File: src/hdl/fr_pkg.sv
// ----------------------------------------------------------------------------
// fr_pkg
// Types, widths and helpers shared by the Fresnel reflectance pipeline.
// ----------------------------------------------------------------------------
package fr_pkg;

  localparam int CW       = 16;               // direction component width
  localparam int PROD_W   = 2 * CW;
  localparam int F2       = 2 * (CW - 2);     // fraction bits of a raw product
  localparam int SH_R     = (F2 >= 30) ? F2 - 30 : 0;
  localparam int SH_L     = (F2 < 30) ? 30 - F2 : 0;
  localparam int P30_W    = 34;               // one product in Q.30
  localparam int DOT_W    = 36;               // sum of three products
  localparam int ETA_W    = 16;
  localparam int ROOT_W   = 31;               // Q1.30 magnitudes
  localparam int RAD_W    = 61;               // radicand, up to 2^60
  localparam int NUM_W    = 47;               // eta * Q1.30
  localparam int RN_W     = 48;               // ratio numerator / denominator
  localparam int SQ_W     = 62;
  localparam int SUM_W    = 63;
  localparam int REFL_W   = 17;
  localparam int STEPS    = 2;                // iterations per stage
  localparam int ITER     = 31;
  localparam int STAGES   = (ITER + STEPS - 1) / STEPS;

  localparam logic [ETA_W-1:0]        ONE_Q12  = ETA_W'(4096);
  localparam logic signed [DOT_W-1:0] DOT_ONE  = DOT_W'(1 << 30);
  localparam logic [RAD_W-1:0]        ONE_Q60  = RAD_W'(1) << 60;
  localparam logic [SUM_W-1:0]        RND_HALF = SUM_W'(1) << 43;
  localparam logic [REFL_W-1:0]       REFL_ONE = REFL_W'(65536);

  typedef struct packed {
    logic signed [CW-1:0] incident_x;
    logic signed [CW-1:0] incident_y;
    logic signed [CW-1:0] incident_z;
    logic signed [CW-1:0] normal_x;
    logic signed [CW-1:0] normal_y;
    logic signed [CW-1:0] normal_z;
    logic [15:0]          ior;
  } hit_t;

  typedef struct packed {
    logic [REFL_W-1:0] reflectance;
    logic              total_reflection;
  } refl_t;

  typedef struct packed {
    logic [ROOT_W-1:0] c;
    logic [ETA_W-1:0]  eta_i;
    logic [ETA_W-1:0]  eta_t;
    logic              tir;
  } side_t;

  // product of two Q2.F components brought to Q.30, floor rounding
  function automatic logic signed [P30_W-1:0] prod_q30(input logic signed [PROD_W-1:0] p);
    logic signed [PROD_W+31:0] w;
    w = (PROD_W+32)'(p);
    w = (w >>> SH_R) <<< SH_L;
    return w[P30_W-1:0];
  endfunction

endpackage

File: src/hdl/fr_sqrt.sv
// ----------------------------------------------------------------------------
// fr_sqrt
// Pipelined integer square root of a 61-bit radicand, two result bits a stage.
// ----------------------------------------------------------------------------
module fr_sqrt import fr_pkg::*; (
  input  logic              clk,
  input  logic              rst,
  input  logic              en,
  input  logic              valid,
  input  logic [RAD_W-1:0]  rad,
  input  side_t             side,
  output logic              root_valid,
  output logic [ROOT_W-1:0] root,
  output side_t             root_side
);

  logic             v    [0:STAGES];
  logic [RAD_W-1:0] rem  [0:STAGES];
  logic [RAD_W:0]   acc  [0:STAGES];
  side_t            sd   [0:STAGES];

  assign v[0]   = valid;
  assign rem[0] = rad;
  assign acc[0] = '0;
  assign sd[0]  = side;

  for (genvar g = 0; g < STAGES; g++) begin : g_stage
    logic [RAD_W-1:0] rem_next;
    logic [RAD_W:0]   acc_next;

    always_comb begin
      logic [RAD_W:0] bitv;
      logic [RAD_W:0] trial;
      bitv     = '0;
      trial    = '0;
      rem_next = rem[g];
      acc_next = acc[g];
      for (int j = 0; j < STEPS; j++) begin
        if (g * STEPS + j < ITER) begin
          bitv  = (RAD_W+1)'(1) << (2 * (ITER - 1 - (g * STEPS + j)));
          trial = acc_next + bitv;
          if ({1'b0, rem_next} >= trial) begin
            rem_next = rem_next - trial[RAD_W-1:0];
            acc_next = (acc_next >> 1) + bitv;
          end else begin
            acc_next = acc_next >> 1;
          end
        end
      end
    end

    always_ff @(posedge clk) begin
      if (rst) begin
        v[g+1] <= 1'b0;
      end else if (en) begin
        v[g+1] <= v[g];
      end
    end

    always_ff @(posedge clk) begin
      if (en) begin
        rem[g+1] <= rem_next;
        acc[g+1] <= acc_next;
        sd[g+1]  <= sd[g];
      end
    end
  end

  assign root_valid = v[STAGES];
  assign root       = acc[STAGES][ROOT_W-1:0];
  assign root_side  = sd[STAGES];

endmodule

File: config.mk
export PLATFORM = sky130hd
export DESIGN_NAME = fr_sqrt
export DESIGN_NICKNAME = d
export VERILOG_FILES = /design/src/hdl/fr_pkg.sv /design/src/hdl/fr_sqrt.sv
export SDC_FILE = /design/constraint.sdc
export NUM_CORES = 2
export LEC_CHECK = 0
export ABC_AREA = 0
export BUFFER_PORTS_ARGS = -buffer_cell sky130_fd_sc_hd__buf_4
export CAP_MARGIN = 20
export CELL_PAD_IN_SITES_DETAIL_PLACEMENT = 1
export CELL_PAD_IN_SITES_GLOBAL_PLACEMENT = 1
export CORE_ASPECT_RATIO = 1.75
export CORE_MARGIN = 5
export CORE_UTILIZATION = 47
export CTS_CLUSTER_DIAMETER = 80
export DETAILED_ROUTE_END_ITERATION = 7
export PLACE_DENSITY = 0.76
export SYNTH_ARGS = -nofsm -noshare
export SYNTH_HDL_FRONTEND = slang
export SYNTH_SLANG_ARGS = --single-unit
export TNS_END_PERCENT = 1
File: constraint.sdc
create_clock -name clk -period 6.8 [get_ports clk]
set_clock_uncertainty 0.15 [all_clocks]
set_input_delay 0.34 -clock clk [delete_from_list [all_inputs] [get_ports clk]]
set_output_delay 0.34 -clock clk [all_outputs]
set_load 0.02 [all_outputs]
==> results.md <==
* R2r worst-path depth at 28
* Overall power at 53.5 mW
* Worst Path Required at between 7 and 8 ns
* Post-layout instance area at about 140000 um^2
* Pins over their slew limit at 0
* Async SR Flop Fraction at 0
* Maximum vdd drop at just under 400 uV
* Crit path capture type: flip-flop
* Pleak at 54.0 nW
* Worst R2R End: rem[67]$_DFFE_PP_
* Worst slew pin tran at roughly 1.3 ns
* WS Path Type: flip-flop to flip-flop
* Number of routed nets with antenna violations at 0
* Final worst slack at -0.447 ns
* RD Place Congestion at ~0.98
* Share of power burned in registers at 0.349
* Detail Placement HPWL at between 200000 and 300000 um
* Critical path's largest stage delay at between 0.6 and 0.7 ns
* Insertion delay to the later sink of the worst-skew pair at slightly above 0.9 ns
* Most area-hungry cell type in the Yosys netlist: edfxtp_1
* Clock root buffer: clkbuf_16
* Final WL at 392000 um
* Critical Path Stages at 28
* Fraction of layout cells with a size suffix above 1 at 0.221
* F_max at between 0.1 and 0.15 GHz
* Top-area cell type share of the netlist area at 0.599
* Mean Syn Cell Area at ~12 um^2
* Seq cells post-synth at 2226
* Total die area at roughly 250000 um^2
* Critical path origin: acc[130]$_SDFFCE_PN0P_
* Syn_nets at 9761
* End point of the critical path: rem[67]$_DFFE_PP_
* Largest net degree at the start of global routing at around 200
* Clock buffer depth at 4
* Worst reg-to-reg setup slack at -0.45 ns
* Clock slew at reported path FFs at around 0.08 ns
* Number of synthesized flops with an enable pin at about 2200
* Critical-path top delay cell: o21ai_2
* Syn Inst Count at between 9000 and 10000
* Gr usage total at 0.314
* Core box area at between 200000 and 250000 um^2
* Global-route wire length before repair at 576000 um
* Critical path buffer and inverter count at 7
* RSZ-0062 raised after global routing: yes
* Dominant cells by area after synthesis: edfxtp_1 60%, ha_1 6.1%, xnor2_1 3.7%
* Cell Area, Synth at roughly 110000 um^2
* Synthesis warning total at 0
* Clock buffer count from CTS at 210
* Final hold vios at 0
* Initial antenna violation count at 17
* Power Density at 390 nW/um^2
* Wire per inst at roughly 28 um
* Setup TNS at -5.06 ns
* Chip width at approximately 380 um
* Area after DPL at between 100000 and 150000 um^2
* Sw frac at 0.362
* Via/cell ratio at 5.82
* Violated checks: negative setup slack
* Hold slack at between 0.05 and 0.06 ns
* Pint at ~34 mW
* Area Overhead vs Synth at 23.8%
* Vias at 82800
* P_sw at between 15 and 20 mW
* Critical path peak fanout at 22
* I/O pin cnt at 225
* Critical Path AT at 7.68 ns
* Post-layout util at 0.585
* TritonRoute pass-1 iters at 5
* Number of max-cap violations at 0
* CP most frequent cell: nand4_1
* PortBufs at around 220
* Comb power frac at 0.416
* Final setup violation count at 43
* Distinct cell type count after synthesis at between 100 and 150
* Clock group share of total power at 0.235
* Iter 0 DRT Violations at approximately 4700
* Standard-cell rows at roughly 240
* Worst min path class: primary input to flip-flop
* CTS H-tree depth at 4
* Slew Limit Headroom at 0.100
* Die height at 652 um
* CTS tree: done
* Status: complete, but fails checks
* Worst path top cell family by delay: compound AO/OA/AOI/OAI gates
* Clock sink total at 2226
* DRC at 0
* Nets at around 12000
* Post-synth top flop: edfxtp_1
* Crit path time final at 7.25 ns
* Gr ovfl total at 0
* Seq/Total Area, Yosys at 0.602
* Reg-to-Reg Start: acc[130]$_SDFFCE_PN0P_
* Vias in the first global route at between 90000 and 100k
* Final Cycle Share at 1.07
* Initial Util at 0.473
* CP Launch Type: flip-flop
## cell families (layout without fill, tap and decap cells)
logic type      after synthesis  count (layout)  synth area share
simple gates               2761            2761             0.127
other cells                   0               7                 0
xor+xnor                    759             759            0.0600
fa+ha+maj                   536             536            0.0606
mux                         105             105            0.0102
compound gates             1929            1929             0.110
flops                      2226            2226             0.602
buf+inv                     780            2836            0.0299
## worst min-delay path by stage
stage,from,endpoint,slack (ns),cells after the start
floorplan,sd[64]$_DFFE_PP_,root_side[0]$_DFFE_PP_,0.25,0
global placement,sd[856]$_DFFE_PP_,sd[792]$_DFFE_PP_,0.25,0
detailed placement,sd[113]$_DFFE_PP_,root_side[49]$_DFFE_PP_,0.26,0
CTS,rad[48],rem[963]$_DFFE_PP_,0.0003,2
global route,side[61],sd[1021]$_DFFE_PP_,0.03,2
finish,side[31],sd[991]$_DFFE_PP_,0.05,2
## metal layers
layer,GRT usage,vias to the layer above,part of all wire
met5,0,-,0.00015
met4,0.301,8,0.12
met2,0.627,2568,0.56
met1,0.248,40900,0.28
li1,-,37800,-
met3,0.0439,1552,0.034
## synth_stat cells (all sizes together) (32+ instances only)
master  count
edfxtp   2210
nand2     688
nor2      659
a21oi     606
ha        536
xnor2     465
inv       456
o21ai     427
xor2      294
a21o      264
nor4      223
nor3      196
clkbuf    194
nand3     171
nand4     153
buf       128
o21a       99
nand2b     92
or3        85
nor2b      70
o21bai     68
or4        68
and3       64
mux2       60
o31ai      59
or2        57
a31oi      56
and2       55
a211oi     46
mux2i      45
o211ai     38
nand3b     36
nor4b      32
## power by group through the flow
stage | clock, mW | sequential (mW) | combinational, mW
after detailed placement | 0 | 18.8 | 21.3
final | 12.6 | 18.7 | 22.2
after global routing | 13.4 | 18.8 | 23.9
after floorplan | 0 | 18.3 | 12.1
after CTS | 12.6 | 18.6 | 21.8
after global placement | 0 | 18.7 | 20.6
## cell type report
cell class | instances | area (um^2)
sequential | 2226 | 66700
timing repair buffer | 1998 | 16000
clock inverter | 141 | 1660
clock buffer | 239 | 5410
antenna | 7 | 17.5
tap | 3081 | 3850
fill | 23700 | 97200
multi-input combinational | 6090 | 41800
inverter | 458 | 1720
## sequential cells by signal, indices dropped and copies added (netlist names)
register	flops
root_valid	1
root	31
sd	960
rem	915
acc	240
root_side	64
v	15
## metrics by stage
| step | setup slack [ns] | instances |
|---|---|---|
| CTS | -0.0559 | 14200 |
| global route | -0.460 | 14200 |
| global placement | -1.42 | 13600 |
| finish | -0.447 | 14200 |
| floorplan | 0.0452 | 9096 |
| detailed placement | -1.51 | 13600 |
## cell usage in the layout, fill, tap and decap left out, types with 63 or more instances in the layout
cell type,netlist,routed
nand4_1,153,153
or3_1,84,84
o21ai_0,414,391
a21o_1,264,263
nor3_1,196,182
o21a_1,98,97
nor2b_1,70,67
nor4_1,216,200
xnor2_1,465,465
clkbuf_16,0,212
dlygate4sd3_1,0,199
nor2_1,659,649
nand2b_1,92,92
nand3_1,171,170
edfxtp_1,2210,2210
o21bai_1,68,67
inv_1,448,441
xor2_1,294,294
nand2_1,687,682
buf_4,95,1752
ha_1,536,526
a21oi_1,605,575
and3_1,64,63
## timing repair
item,4_1_cts,5_1_grt
setup buffers,11,8
endpoints found under the hold margin,193,0
gates cloned,1,0
gates resized for setup,98,138
pin swaps,26,26
hold buffers,199,0
endpoints found under the setup margin,229,297
Power figures use the tool's default switching activity.
