`src/hdl/fr_pkg.sv`:
```
// ----------------------------------------------------------------------------
// fr_pkg
// Types, widths and helpers shared by the Fresnel reflectance pipeline.
// ----------------------------------------------------------------------------
package fr_pkg;

  localparam int CW       = 16;               // direction component width
  localparam int PROD_W   = 2 * CW;
  localparam int F2       = 2 * (CW - 2);     // fraction bits of a raw product
  localparam int SH_R     = (F2 >= 30) ? F2 - 30 : 0;
  localparam int SH_L     = (F2 < 30) ? 30 - F2 : 0;
  localparam int P30_W    = 34;               // one product in Q.30
  localparam int DOT_W    = 36;               // sum of three products
  localparam int ETA_W    = 16;
  localparam int ROOT_W   = 31;               // Q1.30 magnitudes
  localparam int RAD_W    = 61;               // radicand, up to 2^60
  localparam int NUM_W    = 47;               // eta * Q1.30
  localparam int RN_W     = 48;               // ratio numerator / denominator
  localparam int SQ_W     = 62;
  localparam int SUM_W    = 63;
  localparam int REFL_W   = 17;
  localparam int STEPS    = 2;                // iterations per stage
  localparam int ITER     = 31;
  localparam int STAGES   = (ITER + STEPS - 1) / STEPS;

  localparam logic [ETA_W-1:0]        ONE_Q12  = ETA_W'(4096);
  localparam logic signed [DOT_W-1:0] DOT_ONE  = DOT_W'(1 << 30);
  localparam logic [RAD_W-1:0]        ONE_Q60  = RAD_W'(1) << 60;
  localparam logic [SUM_W-1:0]        RND_HALF = SUM_W'(1) << 43;
  localparam logic [REFL_W-1:0]       REFL_ONE = REFL_W'(65536);

  typedef struct packed {
    logic signed [CW-1:0] incident_x;
    logic signed [CW-1:0] incident_y;
    logic signed [CW-1:0] incident_z;
    logic signed [CW-1:0] normal_x;
    logic signed [CW-1:0] normal_y;
    logic signed [CW-1:0] normal_z;
    logic [15:0]          ior;
  } hit_t;

  typedef struct packed {
    logic [REFL_W-1:0] reflectance;
    logic              total_reflection;
  } refl_t;

  typedef struct packed {
    logic [ROOT_W-1:0] c;
    logic [ETA_W-1:0]  eta_i;
    logic [ETA_W-1:0]  eta_t;
    logic              tir;
  } side_t;

  // product of two Q2.F components brought to Q.30, floor rounding
  function automatic logic signed [P30_W-1:0] prod_q30(input logic signed [PROD_W-1:0] p);
    logic signed [PROD_W+31:0] w;
    w = (PROD_W+32)'(p);
    w = (w >>> SH_R) <<< SH_L;
    return w[P30_W-1:0];
  endfunction

endpackage

```
`src/hdl/fr_sindiv.sv`:
```
// ----------------------------------------------------------------------------
// fr_sindiv
// Pipelined restoring divider for Snell's law: sinT = etaI*sinI / etaT.
// Flags total reflection when the quotient reaches 1.0 in Q1.30.
// ----------------------------------------------------------------------------
module fr_sindiv import fr_pkg::*; (
  input  logic              clk,
  input  logic              rst,
  input  logic              en,
  input  logic              valid,
  input  logic [NUM_W-1:0]  num,
  input  side_t             side,
  output logic              quo_valid,
  output logic [ROOT_W-1:0] quo,
  output side_t             quo_side
);

  logic              v    [0:STAGES];
  logic [ETA_W-1:0]  rem  [0:STAGES];
  logic [ITER-1:0]   nlo  [0:STAGES];
  logic [ROOT_W-1:0] q    [0:STAGES];
  logic              ovf  [0:STAGES];
  side_t             sd   [0:STAGES];

  logic [ETA_W-1:0] pre;

  assign pre    = num[NUM_W-1:ITER];
  assign v[0]   = valid;
  assign ovf[0] = (pre >= side.eta_t);
  assign rem[0] = ovf[0] ? '0 : pre;
  assign nlo[0] = num[ITER-1:0];
  assign q[0]   = '0;
  assign sd[0]  = side;

  for (genvar g = 0; g < STAGES; g++) begin : g_stage
    logic [ETA_W-1:0]  rem_next;
    logic [ITER-1:0]   nlo_next;
    logic [ROOT_W-1:0] q_next;

    always_comb begin
      logic [ETA_W:0] t;
      t        = '0;
      rem_next = rem[g];
      nlo_next = nlo[g];
      q_next   = q[g];
      for (int j = 0; j < STEPS; j++) begin
        if (g * STEPS + j < ITER) begin
          t        = {rem_next, nlo_next[ITER-1]};
          nlo_next = nlo_next << 1;
          if (t >= {1'b0, sd[g].eta_t}) begin
            t        = t - {1'b0, sd[g].eta_t};
            q_next   = {q_next[ROOT_W-2:0], 1'b1};
          end else begin
            q_next   = {q_next[ROOT_W-2:0], 1'b0};
          end
          rem_next = t[ETA_W-1:0];
        end
      end
    end

    always_ff @(posedge clk) begin
      if (rst) begin
        v[g+1] <= 1'b0;
      end else if (en) begin
        v[g+1] <= v[g];
      end
    end

    always_ff @(posedge clk) begin
      if (en) begin
        rem[g+1] <= rem_next;
        nlo[g+1] <= nlo_next;
        q[g+1]   <= q_next;
        ovf[g+1] <= ovf[g];
        sd[g+1]  <= sd[g];
      end
    end
  end

  always_comb begin
    quo_side     = sd[STAGES];
    quo_side.tir = ovf[STAGES] | q[STAGES][ROOT_W-1];
  end

  assign quo_valid = v[STAGES];
  assign quo       = q[STAGES];

endmodule

```
`config.mk`:
```
export PLATFORM = sky130hd
export DESIGN_NAME = fr_sindiv
export DESIGN_NICKNAME = d
export VERILOG_FILES = /design/src/hdl/fr_pkg.sv /design/src/hdl/fr_sindiv.sv
export SDC_FILE = /design/constraint.sdc
export NUM_CORES = 2
export LEC_CHECK = 0
export BUFFER_PORTS_ARGS = -buffer_cell sky130_fd_sc_hd__buf_4
export CORE_MARGIN = 3
export CORE_UTILIZATION = 60
export DETAILED_ROUTE_END_ITERATION = 16
export MAX_ROUTING_LAYER = met4
export PLACE_DENSITY = 0.77
export SLEW_MARGIN = 20
export SYNTH_ARGS = -nofsm -noshare
export SYNTH_HDL_FRONTEND = slang
export SYNTH_SLANG_ARGS = --single-unit
```
`constraint.sdc`:
```
create_clock -name clk -period 17.8 [get_ports clk]
set_clock_uncertainty 0.2 [all_clocks]
set_input_delay 3.56 -clock clk [delete_from_list [all_inputs] [get_ports clk]]
set_output_delay 3.56 -clock clk [all_outputs]
set_load 0.005 [all_outputs]
```
==> metrics.md <==
| Metric | Value |
|---|---|
| Worst Tran Pin Value | 1.14 ns |
| # hold bufs at CTS | 0 |
| Worst-Skew Late Latency | 0.80 ns |
| Async S/R FF share, synth | 0% |
| CTS Root Buffer Type | clkbuf_16 |
| Routed len/inst | 18.8 um |
| Die Area | 141000 sq um |
| Post-synthesis register bit count | 1776 |
| Pin count of the biggest net entering global routing | 188 |
| Synth Area per Inst | 14.2 sq um |
| Drt total wl | 150000 um |
| Most frequent cells in the layout | edfxtp_1, ha_1, inv_1 |
| R2R setup slack | 10.71 ns |
| Post-synthesis cell count | 5775 |
| Number of vias per cell | 5.75 |
| FF/Latch Area | 53200 sq um |
| Worst r2r src | sd[258]$_DFFE_PP_ |
| 1st-iter DRT viols | 3412 |
| Clock network power share | 18.6% |
| Placement Rows | 135 |
| Post-synthesis instance area | 82200 sq um |
| Ys Warns | 0 |
| Final worst path period share | 56.8% |
| Max Cap Viol | 0 |
| Antenna violations before repair | 1 |
| Synth Flop Type | edfxtp_1 |
| Switch share | 36.4% |
| Nets | 6726 |
| Crit path max fanout | 19 |
| ANT nets after route | 0 |
| Clk pin slew, worst setup/hold paths | 0.06 ns |
| Crit path kind | input port to flop |
| TritonCTS buffer count | 172 |
| Share of layout cells above drive strength 1 | 13.8% |
| RSZ-0062 raised after global routing | no |
| Post_cts resized | 0 |
| Min-Delay Path Class | flop to flop |
| Data required time of the worst path | 18.14 ns |
| DRC Markers | 0 |
| Cell-internal power | 12.5 mW |
| Hold slack | 0.178 ns |
| Psw | 7.14 mW |
| Setup slack after layout | 7.70 ns |
| CTS tree | yes |
| Top delay family on crit path | compound AO/OA/AOI/OAI gates |
| Die Wd | 376 um |
| Number of enable-type register cells in the synthesized netlist | 1760 |
| GRT Total Usage | 21.8% |
| Gr ovfl total | 0 |
| Peak supply drop | 0.000108 V |
| Setup TNS | 0 ns |
| Fill count | 9343 |
| Post-CTS Setup Bufs | 0 |
| FMAX | 99.0 MHz |
| Multi-input logic area | 26700 sq um |
| CP peak stage delay | 0.71 ns |
| First-pass GRT wire length | 239000 um |
| Commonest non-fill, non-tap cell in the layout | edfxtp_1 |
| Yosys cell types | 89 |
| Seq/Total Area, Yosys | 64.7% |
| Pre-CTS WS | 6.84 ns |
| Maximum root-to-sink buffer count | 3 |
| # setup viols final | 0 |
| RePlAce Congestion | 0.880 |
| Max-slew violation count | 0 |
| Core Area | 136000 sq um |
| Reg2reg path depth | 22 |
| DPL Wire Length | 104000 um |
| Most used cell, CP | a21oi_1 |
| Port bufs | 209 |
| Mapped Nets | 6432 |
| Critical path capture point type | flop |
| Worst Setup Start Kind | input port |
| CTS Sinks | 1776 |
| Worst hold stages | 0 |
| Status | complete, no violations |
| Reg-to-Reg End | rem[61]$_DFFE_PP_ |
| Vias | 46000 |
| Hold Path End | sd[756]$_DFFE_PP_ |
| CP arrival | 10.44 ns |
| Initial core utilization | 60.5% |
| H-tree Lvls | 4 |
| Vias in the first global route | 45600 |
| Slowest cell on crit path | a2111oi_0 |
| Flop pwr share | 30.5% |
| Die Span Y | 376 um |
| Bufs and invs on worst path | 4 |
| Comb pwr share | 50.9% |
| Leak | 34.9 nW |
| HP Start | sd[820]$_DFFE_PP_ |
| Layout area overhead | 11.2% |
| Top Ports | 211 |
| Final Hold Viols | 0 |
| Tmin final | 10.10 ns |
| Power per cell area | 215 nW/um^2 |
| Drt first pass iters | 5 |
| Relative slew slack | 24.0% |
cell type report:
class | instances | area share (%)
diodes | 3 | 0.00821
well taps | 1781 | 2.44
multi-input cells | 3464 | 29.3
repair buffers | 244 | 2.09
clock buffers | 201 | 4.87
inverters | 411 | 1.69
clock inverters | 115 | 1.47
flip-flops and latches | 1776 | 58.2
cells in the mapped netlist (18+ instances only):
| cell type | number | area (sq um) |
|---|---|---|
| mux2_2 | 294 | 3310 |
| nand4_1 | 77 | 482 |
| ha_1 | 512 | 6410 |
| inv_1 | 410 | 1540 |
| nor2b_1 | 78 | 488 |
| clkbuf_1 | 31 | 116 |
| or2_2 | 23 | 144 |
| nor4_1 | 18 | 113 |
| nor2_1 | 315 | 1180 |
| xor2_1 | 85 | 744 |
| nand3_1 | 74 | 370 |
| a221o_1 | 19 | 190 |
| nand2b_1 | 41 | 257 |
| a21oi_1 | 341 | 1710 |
| nand2_1 | 217 | 815 |
| xnor2_1 | 254 | 2220 |
| buf_4 | 67 | 503 |
| o31ai_1 | 33 | 248 |
| o21a_1 | 94 | 706 |
| a31oi_1 | 25 | 156 |
| o41ai_1 | 18 | 158 |
| and2_1 | 34 | 213 |
| fa_1 | 30 | 601 |
| or3_1 | 27 | 169 |
| a211oi_1 | 35 | 263 |
| nor3_1 | 127 | 636 |
| mux2i_1 | 55 | 551 |
| o21bai_1 | 48 | 360 |
| o211ai_1 | 21 | 158 |
| and3_1 | 32 | 200 |
| edfxtp_1 | 1760 | 52900 |
| o21ai_0 | 215 | 1080 |
| o31a_1 | 29 | 254 |
| a21o_1 | 114 | 856 |
cell families (layout without fill, tap and decap cells):
family                     count (synthesis)  count (layout)  share of synthesized area (%)
xor gates and xnor gates                 339             339                           3.61
other                                      0               3                              0
adders and majority gates                542             542                           8.53
buffers and inverters                    535             971                           2.79
and+or+nand+nor                         1109            1109                           6.63
muxes                                    358             358                           4.82
AOI/OAI and AO/OA                       1116            1116                           8.92
DFF                                     1776            1776                           64.7
through the flow:
step | total power [mW] | cell area, sq um | std cells | util (%)
after floorplan | 13.8 | 82200 | 5775 | -
after detailed placement | 15.8 | 85600 | 7676 | 63.0
after global placement | 15.6 | 85600 | 7676 | 63.0
after global routing | 21.0 | 91400 | 7993 | 67.3
final | 19.6 | 91400 | 7995 | 67.3
after CTS | 19.6 | 91400 | 7992 | 67.3
routing by layer:
metal  vias up  global-route usage (%)  share of wire [%]
met2      1157                    33.9                 47
li1      22400                       -                  -
met1     22200                    29.8                 45
met4         0                    6.33                2.7
met3       260                    3.74                5.4
met5         -                       -                  0
registers in the layout (all words and copies together), names as in the netlist:
signal / count
quo_side: 63
nlo: 29
quo_valid: 1
g_stage.nlo_next: 196
ovf: 16
v: 15
quo: 31
rem: 240
q: 240
sd: 945
worst max-delay path by stage:
| stage | start | to | slack [ns] | cells after the start |
|---|---|---|---|---|
| 2_1_floorplan | side[15] | rem[247]$_DFFE_PP_ | 7.99 | 29 |
| 3_3_place_gp | side[15] | rem[241]$_DFFE_PP_ | 6.97 | 27 |
| 3_5_place_dp | side[15] | rem[254]$_DFFE_PP_ | 6.84 | 27 |
| 4_1_cts | side[15] | rem[242]$_DFFE_PP_ | 7.66 | 27 |
| 5_1_grt | side[15] | rem[253]$_DFFE_PP_ | 7.16 | 27 |
| 6_report | side[15] | rem[254]$_DFFE_PP_ | 7.70 | 27 |
power by group through the flow:
stage | logic (mW) | clock network (mW) | registers, mW
3_5_place_dp | 9.76 | 0 | 6.06
2_1_floorplan | 7.85 | 0 | 5.93
3_3_place_gp | 9.53 | 0 | 6.04
6_report | 9.98 | 3.65 | 5.98
5_1_grt | 11.0 | 3.91 | 6.04
4_1_cts | 9.89 | 3.76 | 5.99
worst register-to-register path, stage by stage (launching register included):
cell and delay, ns:
edfxtp_1 0.46, inv_1 0.16, ha_1 0.26, nor2b_1 0.15
o31a_1 0.27, o21bai_1 0.34, a21oi_1 0.21, a211o_1 0.41
a21oi_1 0.73, buf_4 0.32, mux2_2 0.39, inv_1 0.06
ha_1 0.22, nor2b_1 0.13, o21ai_0 0.23, a21oi_1 0.16
o31a_1 0.31, o31ai_1 0.60, o21ai_0 0.25, and2_1 0.23
nor2b_1 0.10, buf_4 0.26, mux2_2 0.37
Note: power is estimated with default switching activity, not from simulation.
